<file path="src/hw/rtl/dsr_pkg.sv">
// Shared types and constants for the dual sonar echo ranger.
package dsr_pkg;

   localparam int unsigned TimeWidth    = 16;
   localparam int unsigned TicksWidth   = 8;
   localparam int unsigned ScaleWidth   = 10;
   localparam int unsigned MmWidth      = 16;
   localparam int unsigned CsrDataWidth = 16;
   localparam int unsigned CsrIdxWidth  = 2;

   // Echo time times scale: 16 + 10 bits.
   localparam int unsigned ProdWidth = TimeWidth + ScaleWidth;

   // Exact floor(p / 1000) for p below 2**26: (p * RecipMult) >> RecipShift.
   localparam int unsigned RecipShift = 36;
   localparam int unsigned RecipWidth = 27;
   localparam logic [RecipWidth-1:0] RecipMult = 27'd68719477;
   localparam int unsigned QuotWidth = 17;
   localparam int unsigned RecipProdWidth = ProdWidth + RecipWidth;

   localparam logic [TimeWidth-1:0]  ModuloReset = 16'd65534;
   localparam logic [TicksWidth-1:0] TicksReset  = 8'd10;
   localparam logic [ScaleWidth-1:0] ScaleReset  = 10'd170;
   localparam logic [MmWidth-1:0]    MmMax       = 16'hFFFF;

   typedef enum logic [CsrIdxWidth-1:0] {
      REG_COUNTER_MODULO = 2'd0,
      REG_TRIGGER_TICKS  = 2'd1,
      REG_DISTANCE_SCALE = 2'd2,
      REG_UNUSED         = 2'd3
   } reg_index_type;

   typedef struct packed {
      logic [TimeWidth-1:0]  counter_modulo;
      logic [TicksWidth-1:0] trigger_ticks;
      logic [ScaleWidth-1:0] distance_scale;
   } cfg_type;

   // One tick's outcome, passed from the timing logic to the scaling pipeline.
   typedef struct packed {
      logic                 trigger_left;
      logic                 trigger_right;
      logic [TimeWidth-1:0] left_time;
      logic [TimeWidth-1:0] right_time;
   } tick_word_type;

endpackage

</file>
<file path="src/hw/rtl/dsr_channels.sv">
// Request and response channel interfaces for the dual sonar echo ranger.
interface dsr_req_if;
   logic valid;
   logic ready;
   logic echo_left;
   logic echo_right;
   logic start_trigger;

   modport source (output valid, output echo_left, output echo_right,
                   output start_trigger, input ready);
   modport sink   (input valid, input echo_left, input echo_right,
                   input start_trigger, output ready);
endinterface

interface dsr_rsp_if
   import dsr_pkg::*;
   ();
   logic               valid;
   logic               ready;
   logic               trigger_left;
   logic               trigger_right;
   logic [MmWidth-1:0] left_mm;
   logic [MmWidth-1:0] right_mm;

   modport source (output valid, output trigger_left, output trigger_right,
                   output left_mm, output right_mm, input ready);
   modport sink   (input valid, input trigger_left, input trigger_right,
                   input left_mm, input right_mm, output ready);
endinterface

</file>
<file path="src/hw/rtl/dsr_tick.sv">
// Per-tick echo edge timing and trigger pulse sequencing, with its output register.
module dsr_tick
   import dsr_pkg::*;
(
   input  logic          clock,
   input  logic          reset,
   input  cfg_type       cfg,
   input  logic          in_valid,
   output logic          in_ready,
   input  logic          echo_left,
   input  logic          echo_right,
   input  logic          start_trigger,
   output logic          out_valid,
   input  logic          out_ready,
   output tick_word_type out_word
);

   logic                  last_left_ff, last_left_in;
   logic                  last_right_ff, last_right_in;
   logic [TimeWidth-1:0]  count_ff, count_in;
   logic [TimeWidth-1:0]  left_time_ff, left_time_in;
   logic [TimeWidth-1:0]  right_time_ff, right_time_in;
   logic                  right_next_ff, right_next_in;
   logic [TicksWidth-1:0] pulse_ff, pulse_in;
   logic                  side_right_ff, side_right_in;
   logic                  valid_ff;
   tick_word_type         word_ff, word_in;
   logic                  accept;
   logic                  cleared;
   logic [TicksWidth-1:0] pulse_now;
   logic                  side_now;

   assign in_ready  = !valid_ff || out_ready;
   assign accept    = in_valid && in_ready;
   assign out_valid = valid_ff;
   assign out_word  = word_ff;

   always_comb begin
      count_in      = count_ff;
      left_time_in  = left_time_ff;
      right_time_in = right_time_ff;
      cleared       = 1'b0;
      // Left side first: a right edge sees the count as the left edge leaves it.
      if (echo_left != last_left_ff) begin
         if (echo_left) begin
            count_in = '0;
            cleared  = 1'b1;
         end else begin
            left_time_in = count_in;
         end
      end
      if (echo_right != last_right_ff) begin
         if (echo_right) begin
            count_in = '0;
            cleared  = 1'b1;
         end else begin
            right_time_in = count_in;
         end
      end
      if (!cleared) begin
         if (count_in >= cfg.counter_modulo) begin
            count_in = '0;
         end else begin
            count_in = count_in + 1'b1;
         end
      end
      last_left_in  = echo_left;
      last_right_in = echo_right;

      pulse_now     = pulse_ff;
      side_now      = side_right_ff;
      right_next_in = right_next_ff;
      if (start_trigger) begin
         pulse_now     = cfg.trigger_ticks;
         side_now      = right_next_ff;
         right_next_in = !right_next_ff;
      end
      side_right_in = side_now;
      pulse_in      = (pulse_now != '0) ? pulse_now - 1'b1 : pulse_now;

      word_in.trigger_left  = (pulse_now != '0) && !side_now;
      word_in.trigger_right = (pulse_now != '0) && side_now;
      word_in.left_time     = left_time_in;
      word_in.right_time    = right_time_in;
   end

   always_ff @(posedge clock) begin
      if (reset) begin
         last_left_ff  <= 1'b0;
         last_right_ff <= 1'b0;
         count_ff      <= '0;
         left_time_ff  <= '0;
         right_time_ff <= '0;
         right_next_ff <= 1'b0;
         pulse_ff      <= '0;
         side_right_ff <= 1'b0;
         valid_ff      <= 1'b0;
      end else begin
         if (accept) begin
            last_left_ff  <= last_left_in;
            last_right_ff <= last_right_in;
            count_ff      <= count_in;
            left_time_ff  <= left_time_in;
            right_time_ff <= right_time_in;
            right_next_ff <= right_next_in;
            pulse_ff      <= pulse_in;
            side_right_ff <= side_right_in;
         end
         if (in_ready) begin
            valid_ff <= in_valid;
         end
      end
   end

   always_ff @(posedge clock) begin
      if (accept) begin
         word_ff <= word_in;
      end
   end

endmodule

</file>
<file path="src/hw/rtl/dsr_scale.sv">
// Two-stage echo time to millimetre conversion: scale multiply, then divide by 1000.
module dsr_scale
   import dsr_pkg::*;
(
   input  logic                  clock,
   input  logic                  reset,
   input  logic [ScaleWidth-1:0] distance_scale,
   input  logic                  in_valid,
   output logic                  in_ready,
   input  tick_word_type         in_word,
   dsr_rsp_if.source             rsp
);

   logic                   prod_valid_ff;
   logic                   prod_ready;
   logic                   prod_trig_left_ff;
   logic                   prod_trig_right_ff;
   logic [ProdWidth-1:0]   prod_left_ff, prod_left_in;
   logic [ProdWidth-1:0]   prod_right_ff, prod_right_in;
   logic                   out_valid_ff;
   logic                   out_ready;
   logic                   out_trig_left_ff;
   logic                   out_trig_right_ff;
   logic [MmWidth-1:0]     left_mm_ff, left_mm_in;
   logic [MmWidth-1:0]     right_mm_ff, right_mm_in;
   logic [RecipProdWidth-1:0] recip_left;
   logic [RecipProdWidth-1:0] recip_right;
   logic [QuotWidth-1:0]   quot_left;
   logic [QuotWidth-1:0]   quot_right;

   assign out_ready  = !out_valid_ff || rsp.ready;
   assign prod_ready = !prod_valid_ff || out_ready;
   assign in_ready   = prod_ready;

   assign prod_left_in  = ProdWidth'(in_word.left_time) * ProdWidth'(distance_scale);
   assign prod_right_in = ProdWidth'(in_word.right_time) * ProdWidth'(distance_scale);

   assign recip_left  = RecipProdWidth'(prod_left_ff) * RecipProdWidth'(RecipMult);
   assign recip_right = RecipProdWidth'(prod_right_ff) * RecipProdWidth'(RecipMult);
   assign quot_left   = recip_left[RecipShift +: QuotWidth];
   assign quot_right  = recip_right[RecipShift +: QuotWidth];

   // Saturate quotients that overflow the distance field.
   assign left_mm_in  = quot_left[QuotWidth-1]  ? MmMax : quot_left[MmWidth-1:0];
   assign right_mm_in = quot_right[QuotWidth-1] ? MmMax : quot_right[MmWidth-1:0];

   always_ff @(posedge clock) begin
      if (reset) begin
         prod_valid_ff <= 1'b0;
         out_valid_ff  <= 1'b0;
      end else begin
         if (prod_ready) begin
            prod_valid_ff <= in_valid;
         end
         if (out_ready) begin
            out_valid_ff <= prod_valid_ff;
         end
      end
   end

   always_ff @(posedge clock) begin
      if (in_valid && prod_ready) begin
         prod_left_ff       <= prod_left_in;
         prod_right_ff      <= prod_right_in;
         prod_trig_left_ff  <= in_word.trigger_left;
         prod_trig_right_ff <= in_word.trigger_right;
      end
      if (prod_valid_ff && out_ready) begin
         left_mm_ff        <= left_mm_in;
         right_mm_ff       <= right_mm_in;
         out_trig_left_ff  <= prod_trig_left_ff;
         out_trig_right_ff <= prod_trig_right_ff;
      end
   end

   assign rsp.valid         = out_valid_ff;
   assign rsp.trigger_left  = out_trig_left_ff;
   assign rsp.trigger_right = out_trig_right_ff;
   assign rsp.left_mm       = left_mm_ff;
   assign rsp.right_mm      = right_mm_ff;

endmodule

</file>
<file path="src/hw/rtl/dual_sonar_echo_ranger.sv">
// Top level of the dual sonar echo ranger: configuration registers and the tick pipeline.
//
//   channel  | direction | handshake           | payload
//   ---------+-----------+---------------------+------------------------------------------
//   req_chan | in        | valid/ready         | echo_left, echo_right, start_trigger
//   rsp_chan | out       | valid/ready         | trigger_left, trigger_right, left_mm, right_mm
//   csr_*    | in        | csr_write_en, no wait | csr_index, csr_write_data
//
// One word is taken every cycle while the response side is not stalled; each word's result
// passes through the tick register, the scale multiplier register and the divide-by-1000
// reciprocal multiplier register before it leaves.
// Reset is synchronous and clears counter, echo times, trigger state and all valid flags.
// A stalled response holds each stage only while the stage after it is full.
module dual_sonar_echo_ranger
   import dsr_pkg::*;
(
   input  logic                    clock,
   input  logic                    reset,
   dsr_req_if.sink                 req_chan,
   dsr_rsp_if.source               rsp_chan,
   input  logic                    csr_write_en,
   input  logic [CsrIdxWidth-1:0]  csr_index,
   input  logic [CsrDataWidth-1:0] csr_write_data
);

   cfg_type       cfg_ff;
   logic          tick_valid;
   logic          tick_ready;
   tick_word_type tick_word;

   always_ff @(posedge clock) begin
      if (reset) begin
         cfg_ff.counter_modulo <= ModuloReset;
         cfg_ff.trigger_ticks  <= TicksReset;
         cfg_ff.distance_scale <= ScaleReset;
      end else if (csr_write_en) begin
         case (reg_index_type'(csr_index))
            REG_COUNTER_MODULO: cfg_ff.counter_modulo <= csr_write_data[TimeWidth-1:0];
            REG_TRIGGER_TICKS:  cfg_ff.trigger_ticks  <= csr_write_data[TicksWidth-1:0];
            REG_DISTANCE_SCALE: cfg_ff.distance_scale <= csr_write_data[ScaleWidth-1:0];
            default: ;
         endcase
      end
   end

   dsr_tick u_tick (
      .clock         (clock),
      .reset         (reset),
      .cfg           (cfg_ff),
      .in_valid      (req_chan.valid),
      .in_ready      (req_chan.ready),
      .echo_left     (req_chan.echo_left),
      .echo_right    (req_chan.echo_right),
      .start_trigger (req_chan.start_trigger),
      .out_valid     (tick_valid),
      .out_ready     (tick_ready),
      .out_word      (tick_word)
   );

   dsr_scale u_scale (
      .clock          (clock),
      .reset          (reset),
      .distance_scale (cfg_ff.distance_scale),
      .in_valid       (tick_valid),
      .in_ready       (tick_ready),
      .in_word        (tick_word),
      .rsp            (rsp_chan)
   );

endmodule

</file>
<file path="src/flat_wrapper.sv">
// flat-port wrapper written by rule: the top's interface ports become plain ports
module dual_sonar_echo_ranger_flat import dsr_pkg::*;
  (clock, reset, csr_write_en, csr_index, csr_write_data, req_chan_valid, req_chan_echo_left, req_chan_echo_right, req_chan_start_trigger, req_chan_ready, rsp_chan_valid, rsp_chan_trigger_left, rsp_chan_trigger_right, rsp_chan_left_mm, rsp_chan_right_mm, rsp_chan_ready);
  dsr_req_if req_chan_i ();
  dsr_rsp_if rsp_chan_i ();
  input  logic clock;
  input  logic reset;
  input  logic csr_write_en;
  input  logic [CsrIdxWidth-1:0] csr_index;
  input  logic [CsrDataWidth-1:0] csr_write_data;
  input wire logic [$bits(req_chan_i.valid)-1:0] req_chan_valid;
  input wire logic [$bits(req_chan_i.echo_left)-1:0] req_chan_echo_left;
  input wire logic [$bits(req_chan_i.echo_right)-1:0] req_chan_echo_right;
  input wire logic [$bits(req_chan_i.start_trigger)-1:0] req_chan_start_trigger;
  output wire logic [$bits(req_chan_i.ready)-1:0] req_chan_ready;
  output wire logic [$bits(rsp_chan_i.valid)-1:0] rsp_chan_valid;
  output wire logic [$bits(rsp_chan_i.trigger_left)-1:0] rsp_chan_trigger_left;
  output wire logic [$bits(rsp_chan_i.trigger_right)-1:0] rsp_chan_trigger_right;
  output wire logic [$bits(rsp_chan_i.left_mm)-1:0] rsp_chan_left_mm;
  output wire logic [$bits(rsp_chan_i.right_mm)-1:0] rsp_chan_right_mm;
  input wire logic [$bits(rsp_chan_i.ready)-1:0] rsp_chan_ready;
  assign req_chan_i.valid = req_chan_valid;
  assign req_chan_i.echo_left = req_chan_echo_left;
  assign req_chan_i.echo_right = req_chan_echo_right;
  assign req_chan_i.start_trigger = req_chan_start_trigger;
  assign req_chan_ready = req_chan_i.ready;
  assign rsp_chan_valid = rsp_chan_i.valid;
  assign rsp_chan_trigger_left = rsp_chan_i.trigger_left;
  assign rsp_chan_trigger_right = rsp_chan_i.trigger_right;
  assign rsp_chan_left_mm = rsp_chan_i.left_mm;
  assign rsp_chan_right_mm = rsp_chan_i.right_mm;
  assign rsp_chan_i.ready = rsp_chan_ready;
  dual_sonar_echo_ranger u_core (.clock(clock), .reset(reset), .req_chan(req_chan_i), .rsp_chan(rsp_chan_i), .csr_write_en(csr_write_en), .csr_index(csr_index), .csr_write_data(csr_write_data));
endmodule
</file>
<file path="config.mk">
export PLATFORM = sky130hd
export DESIGN_NAME = dual_sonar_echo_ranger_flat
export DESIGN_NICKNAME = d
export VERILOG_FILES = /design/src/hw/rtl/dsr_pkg.sv /design/src/hw/rtl/dsr_channels.sv /design/src/hw/rtl/dsr_tick.sv /design/src/hw/rtl/dsr_scale.sv /design/src/hw/rtl/dual_sonar_echo_ranger.sv /design/src/flat_wrapper.sv
export SDC_FILE = /design/constraint.sdc
export NUM_CORES = 2
export LEC_CHECK = 0
export BUFFER_PORTS_ARGS = -buffer_cell sky130_fd_sc_hd__buf_4
export CAP_MARGIN = 20
export CORE_ASPECT_RATIO = 0.6
export CORE_MARGIN = 4
export CORE_UTILIZATION = 39
export DETAILED_ROUTE_END_ITERATION = 12
export PLACE_DENSITY_LB_ADDON = 0.2
export SYNTH_ARGS = -nofsm -noshare
export SYNTH_HDL_FRONTEND = slang
export SYNTH_SLANG_ARGS = --single-unit
export TNS_END_PERCENT = 50
</file>
<file path="constraint.sdc">
create_clock -name clock -period 6.5 [get_ports clock]
set_clock_uncertainty 0.1 [all_clocks]
set_input_delay 1.95 -clock clock [delete_from_list [all_inputs] [get_ports clock]]
set_output_delay 1.95 -clock clock [all_outputs]
set_load 0.01 [all_outputs]
</file>
==> results.md <==
* Minimum clock period at 6710 ps
* Routability-driven placement congestion ratio at 0.929
* Worst R2R Path Depth at 24
* DRC violations left at 0
* Crit path kind: reg2reg
* Synth top area cells: fa_1, ha_1, inv_1, edfxtp_1, dfxtp_1
* Sink Count at 219
* Post-route setup slack at -214 ps
* Mapped Cells at 4,014
* CP Launch Type: flip-flop
* Design Area, Final at 0.0448 sq mm
* Max Cap Viol at 0
* CTS tree: built
* Slew Viols, Final at 0
* Placed cell areas at 0.0432 sq mm
* Crit path DAT at around 7000 ps
* Critical path data required time at 6750 ps
* First-pass GRT wire length at 162 mm
* R2R Path Start: u_core.u_scale.prod_left_ff[9]
* Number of enable flip-flop cells after synthesis at 122
* Netlist cell types at 78
* Post-synth top area cell: fa_1
* Total congestion overflow at 0
* Sequential fraction of the synthesis area at 14.4%
* Die Ht at 253 um
* Worst hold endpoint: u_core.u_scale.rsp.trigger_right
* Fraction of layout cells with a size suffix above 1 at between 10% and 20%
* DRT Pass-1 Iters at 5
* H-Tree Depth at 1
* Top cell type's share of synthesized area at 33.2%
* Area occupied by multi-input gates at a little under 0.03 sq mm
* Setup crit end kind: flip-flop
* Via count at around 27k
* RSZ-0062 raised after global routing: true
* FF/Latch Area at ~0.0056 sq mm
* Boundary Pins at 62
* Hold_sp: u_core.u_scale.prod_trig_right_ff
* Hold WC Path Type: reg2reg
* Count of warnings emitted by yosys at 0
* Max incr delay on CP at 560 ps
* Buf/Inv on CP at 6
* Dpl hpwl at 86.4 mm
* Post-Syn Area at 0.0389 sq mm
* Core ar. at around 0.099 sq mm
* Avg WL per Cell at 17.7 um
* CP top delay family: adder cells
* Post-Route WL at 101 mm
* FF-to-FF End: u_core.u_scale.rsp.left_mm[5]
* Average cell area after synthesis at approximately 9.7 sq um
* Max Clk Rate at 0.149 GHz
* Largest net degree at the start of global routing at 73
* Post-layout util at 45.5%
* Outcome: finished with violations
* Reg2Reg Setup Slack at -210 ps
* Critical Path, Cell by Cell: buf_4 -> fa_1 -> inv_1 -> fa_1 -> fa_1 -> inv_1 -> ha_1 -> fa_1 -> fa_1 -> inv_1 -> fa_1 -> inv_1 -> ha_1 -> a21oi_2 -> o21ai_2 -> o2111ai_2 -> nor3_4 -> o311ai_4 -> and3_4 -> o21ai_4 -> a311o_4 -> a21oi_4 -> buf_6 -> nand2_2
* Clock Latency Late Sink at 610 ps
* Die Wd at 416 um
* Max clock buf depth at 3
* Initial antenna violation count at 0
* Reg clk slew, reported paths at about 70 ps
* Fillers at 9,476
* Max FO, Critical Path at 8
* Crit path max-delay cell type: fa_1
* Syn_nets at 5,362
* Port Buf Inserts at 61
* Total CTS buffers at 25
* Worst path most repeated cell: fa_1
* Vias in the first global route at 28.3k
* DRT iter0 DRCs at 1,675
* Nets at 5,706
* GRT Resource Usage Total at 19.6%
* Worst hold path depth at 0
* Worst slew pin tran at 994 ps
* Final Hold Viols at 0
* Clk root buf: clkbuf_16
* Ys flop type: edfxtp_1
* Fin cells at ~5.7k
* Rows at 89
* Vias per inst at about 4.8
* Pre-CTS setup slack at -552 ps
* Post-Place Cells at roughly 5.6k
* Full die area at 0.105 sq mm
* Slew HR at 33.8%
* Post-synth ARST share at 0%
* Starting Density at 39.4%
* Endpoints failing setup at 28
* Failing checks: setup timing
* Fin crit share at 103%
* Post-route ant nets at 0
* FF+latch count, synth at 219
* Layout area overhead at 15.3%
==> worst max-delay path by stage <==
| stage | end | cells after the start | slack [ps] | from |
|---|---|---|---|---|
| 6_report | u_core.u_scale.rsp.left_mm[5] | 24 | -210 | u_core.u_scale.prod_left_ff[9] |
| 3_5_place_dp | u_core.u_scale.rsp.right_mm[14] | 25 | -550 | u_core.u_scale.prod_right_ff[15] |
| 2_1_floorplan | u_core.u_scale.rsp.right_mm[14] | 24 | -120 | u_core.u_scale.prod_right_ff[15] |
| 3_3_place_gp | u_core.u_scale.rsp.right_mm[14] | 24 | -490 | u_core.u_scale.prod_right_ff[12] |
| 4_1_cts | u_core.u_scale.rsp.left_mm[5] | 24 | -280 | u_core.u_scale.prod_left_ff[20] |
| 5_1_grt | u_core.u_scale.rsp.left_mm[5] | 24 | -470 | u_core.u_scale.prod_left_ff[20] |
==> cells in the final DEF, fill, tap and decap left out, drive strengths merged, types with 47 or more instances in the layout <==
cell type and n:
buf 421, dfxtp 97, nand3 47, a21o 62, ha 678, nor2 90, a21oi 167, edfxtp 122
o21ai 63, and2 145, inv 1019, xnor2 55, nand2 392, fa 644
==> state kept, by name (all words and copies together), names as in the netlist, 8 cells and up <==
| name | cells |
|---|---|
| u_core.u_tick.left_time_ff | 16 |
| u_core.u_tick.count_ff | 16 |
| u_core.u_scale.prod_left_ff | 26 |
| u_core.u_tick.right_time_ff | 16 |
| u_core.u_tick.pulse_ff | 8 |
| u_core.cfg_ff | 34 |
| u_core.u_tick.out_word | 34 |
| u_core.u_scale.rsp.left_mm | 16 |
| u_core.u_scale.prod_right_ff | 26 |
| u_core.u_scale.rsp.right_mm | 16 |
==> metrics by stage <==
step / setup TNS, ps / hold WS (ps)
2_1_floorplan: -1200 / 300
3_3_place_gp: -11600 / 304
3_5_place_dp: -14180 / 314
4_1_cts: -4390 / 320
5_1_grt: -11020 / 340
6_report: -3870 / 319
==> synth_stat cells (9+ instances only) <==
cell / number
xor2_1: 23
edfxtp_1: 122
inv_1: 1017
nand2_1: 382
and3_1: 21
a211oi_1: 13
a21o_1: 62
mux2i_1: 23
xnor2_1: 55
nor3_1: 20
clkbuf_1: 90
and2_1: 145
nand2b_1: 24
nand3_1: 47
o21ai_0: 53
mux2_2: 16
nand4_1: 16
o211ai_1: 21
fa_1: 644
nand2_2: 10
dfxtp_1: 97
a21oi_1: 164
nor2b_1: 13
buf_1: 10
ha_1: 678
a22o_1: 13
o21a_1: 9
a31oi_1: 24
nor2_1: 90
o21bai_1: 13
==> worst register-to-register path, cell delays in order (launching register included) <==
cell and delay [ps]:
edfxtp_1 470, buf_4 190, fa_1 490, inv_1 50, fa_1 490, fa_1 490, inv_1 40, ha_1 180
fa_1 480, fa_1 560, inv_1 50, fa_1 490, inv_1 60, ha_1 330, a21oi_2 180, o21ai_2 100
o2111ai_2 270, nor3_4 90, o311ai_4 340, and3_4 260, o21ai_4 60, a311o_4 340, a21oi_4 160, buf_6 170
nand2_2 50
==> repair_timing <==
action | 4_1_cts | 5_1_grt
buffers inserted | 17 | 6
endpoints found under the setup margin | 32 | 35
pin swaps | 28 | 17
hold buffers | 0 | 0
cloned | 1 | 0
gates resized for setup | 89 | 48
==> layer usage <==
metal  GRT usage, %  routed length, um  vias to the layer above
met4           2.10               1040                        0
met5              0                  0                        -
li1               -                  -                    13300
met2           25.4              36400                      592
met3           4.74               7770                       58
met1           32.8              55400                    13200
==> kinds of logic (layout without fill, tap and decap cells) <==
kind of cell    Yosys count  in the layout  synth area share [%]
compound gates          426            426                  6.96
fa+ha+maj              1322           1322                  55.0
simple gates            808            808                  9.95
xor+xnor                 78             78                  1.76
other cells               0              1                     0
flops                   219            219                  14.4
mux                      39             39                  1.06
buf+inv                1122           1485                  10.9
==> layout make-up <==
| type | instances | share of cell area [%] |
|---|---|---|
| inverter | 1018 | 8.53 |
| clock buffer | 29 | 1.45 |
| multi-input combinational | 2673 | 66.2 |
| clock inverter | 17 | 0.335 |
| antenna | 1 | 0.00558 |
| timing repair buffer | 421 | 7.26 |
| sequential | 219 | 12.5 |
| tap | 1319 | 3.68 |
Power is not shown: default switching activity piles up to over one toggle a cycle in this logic, so the estimate is an artifact.
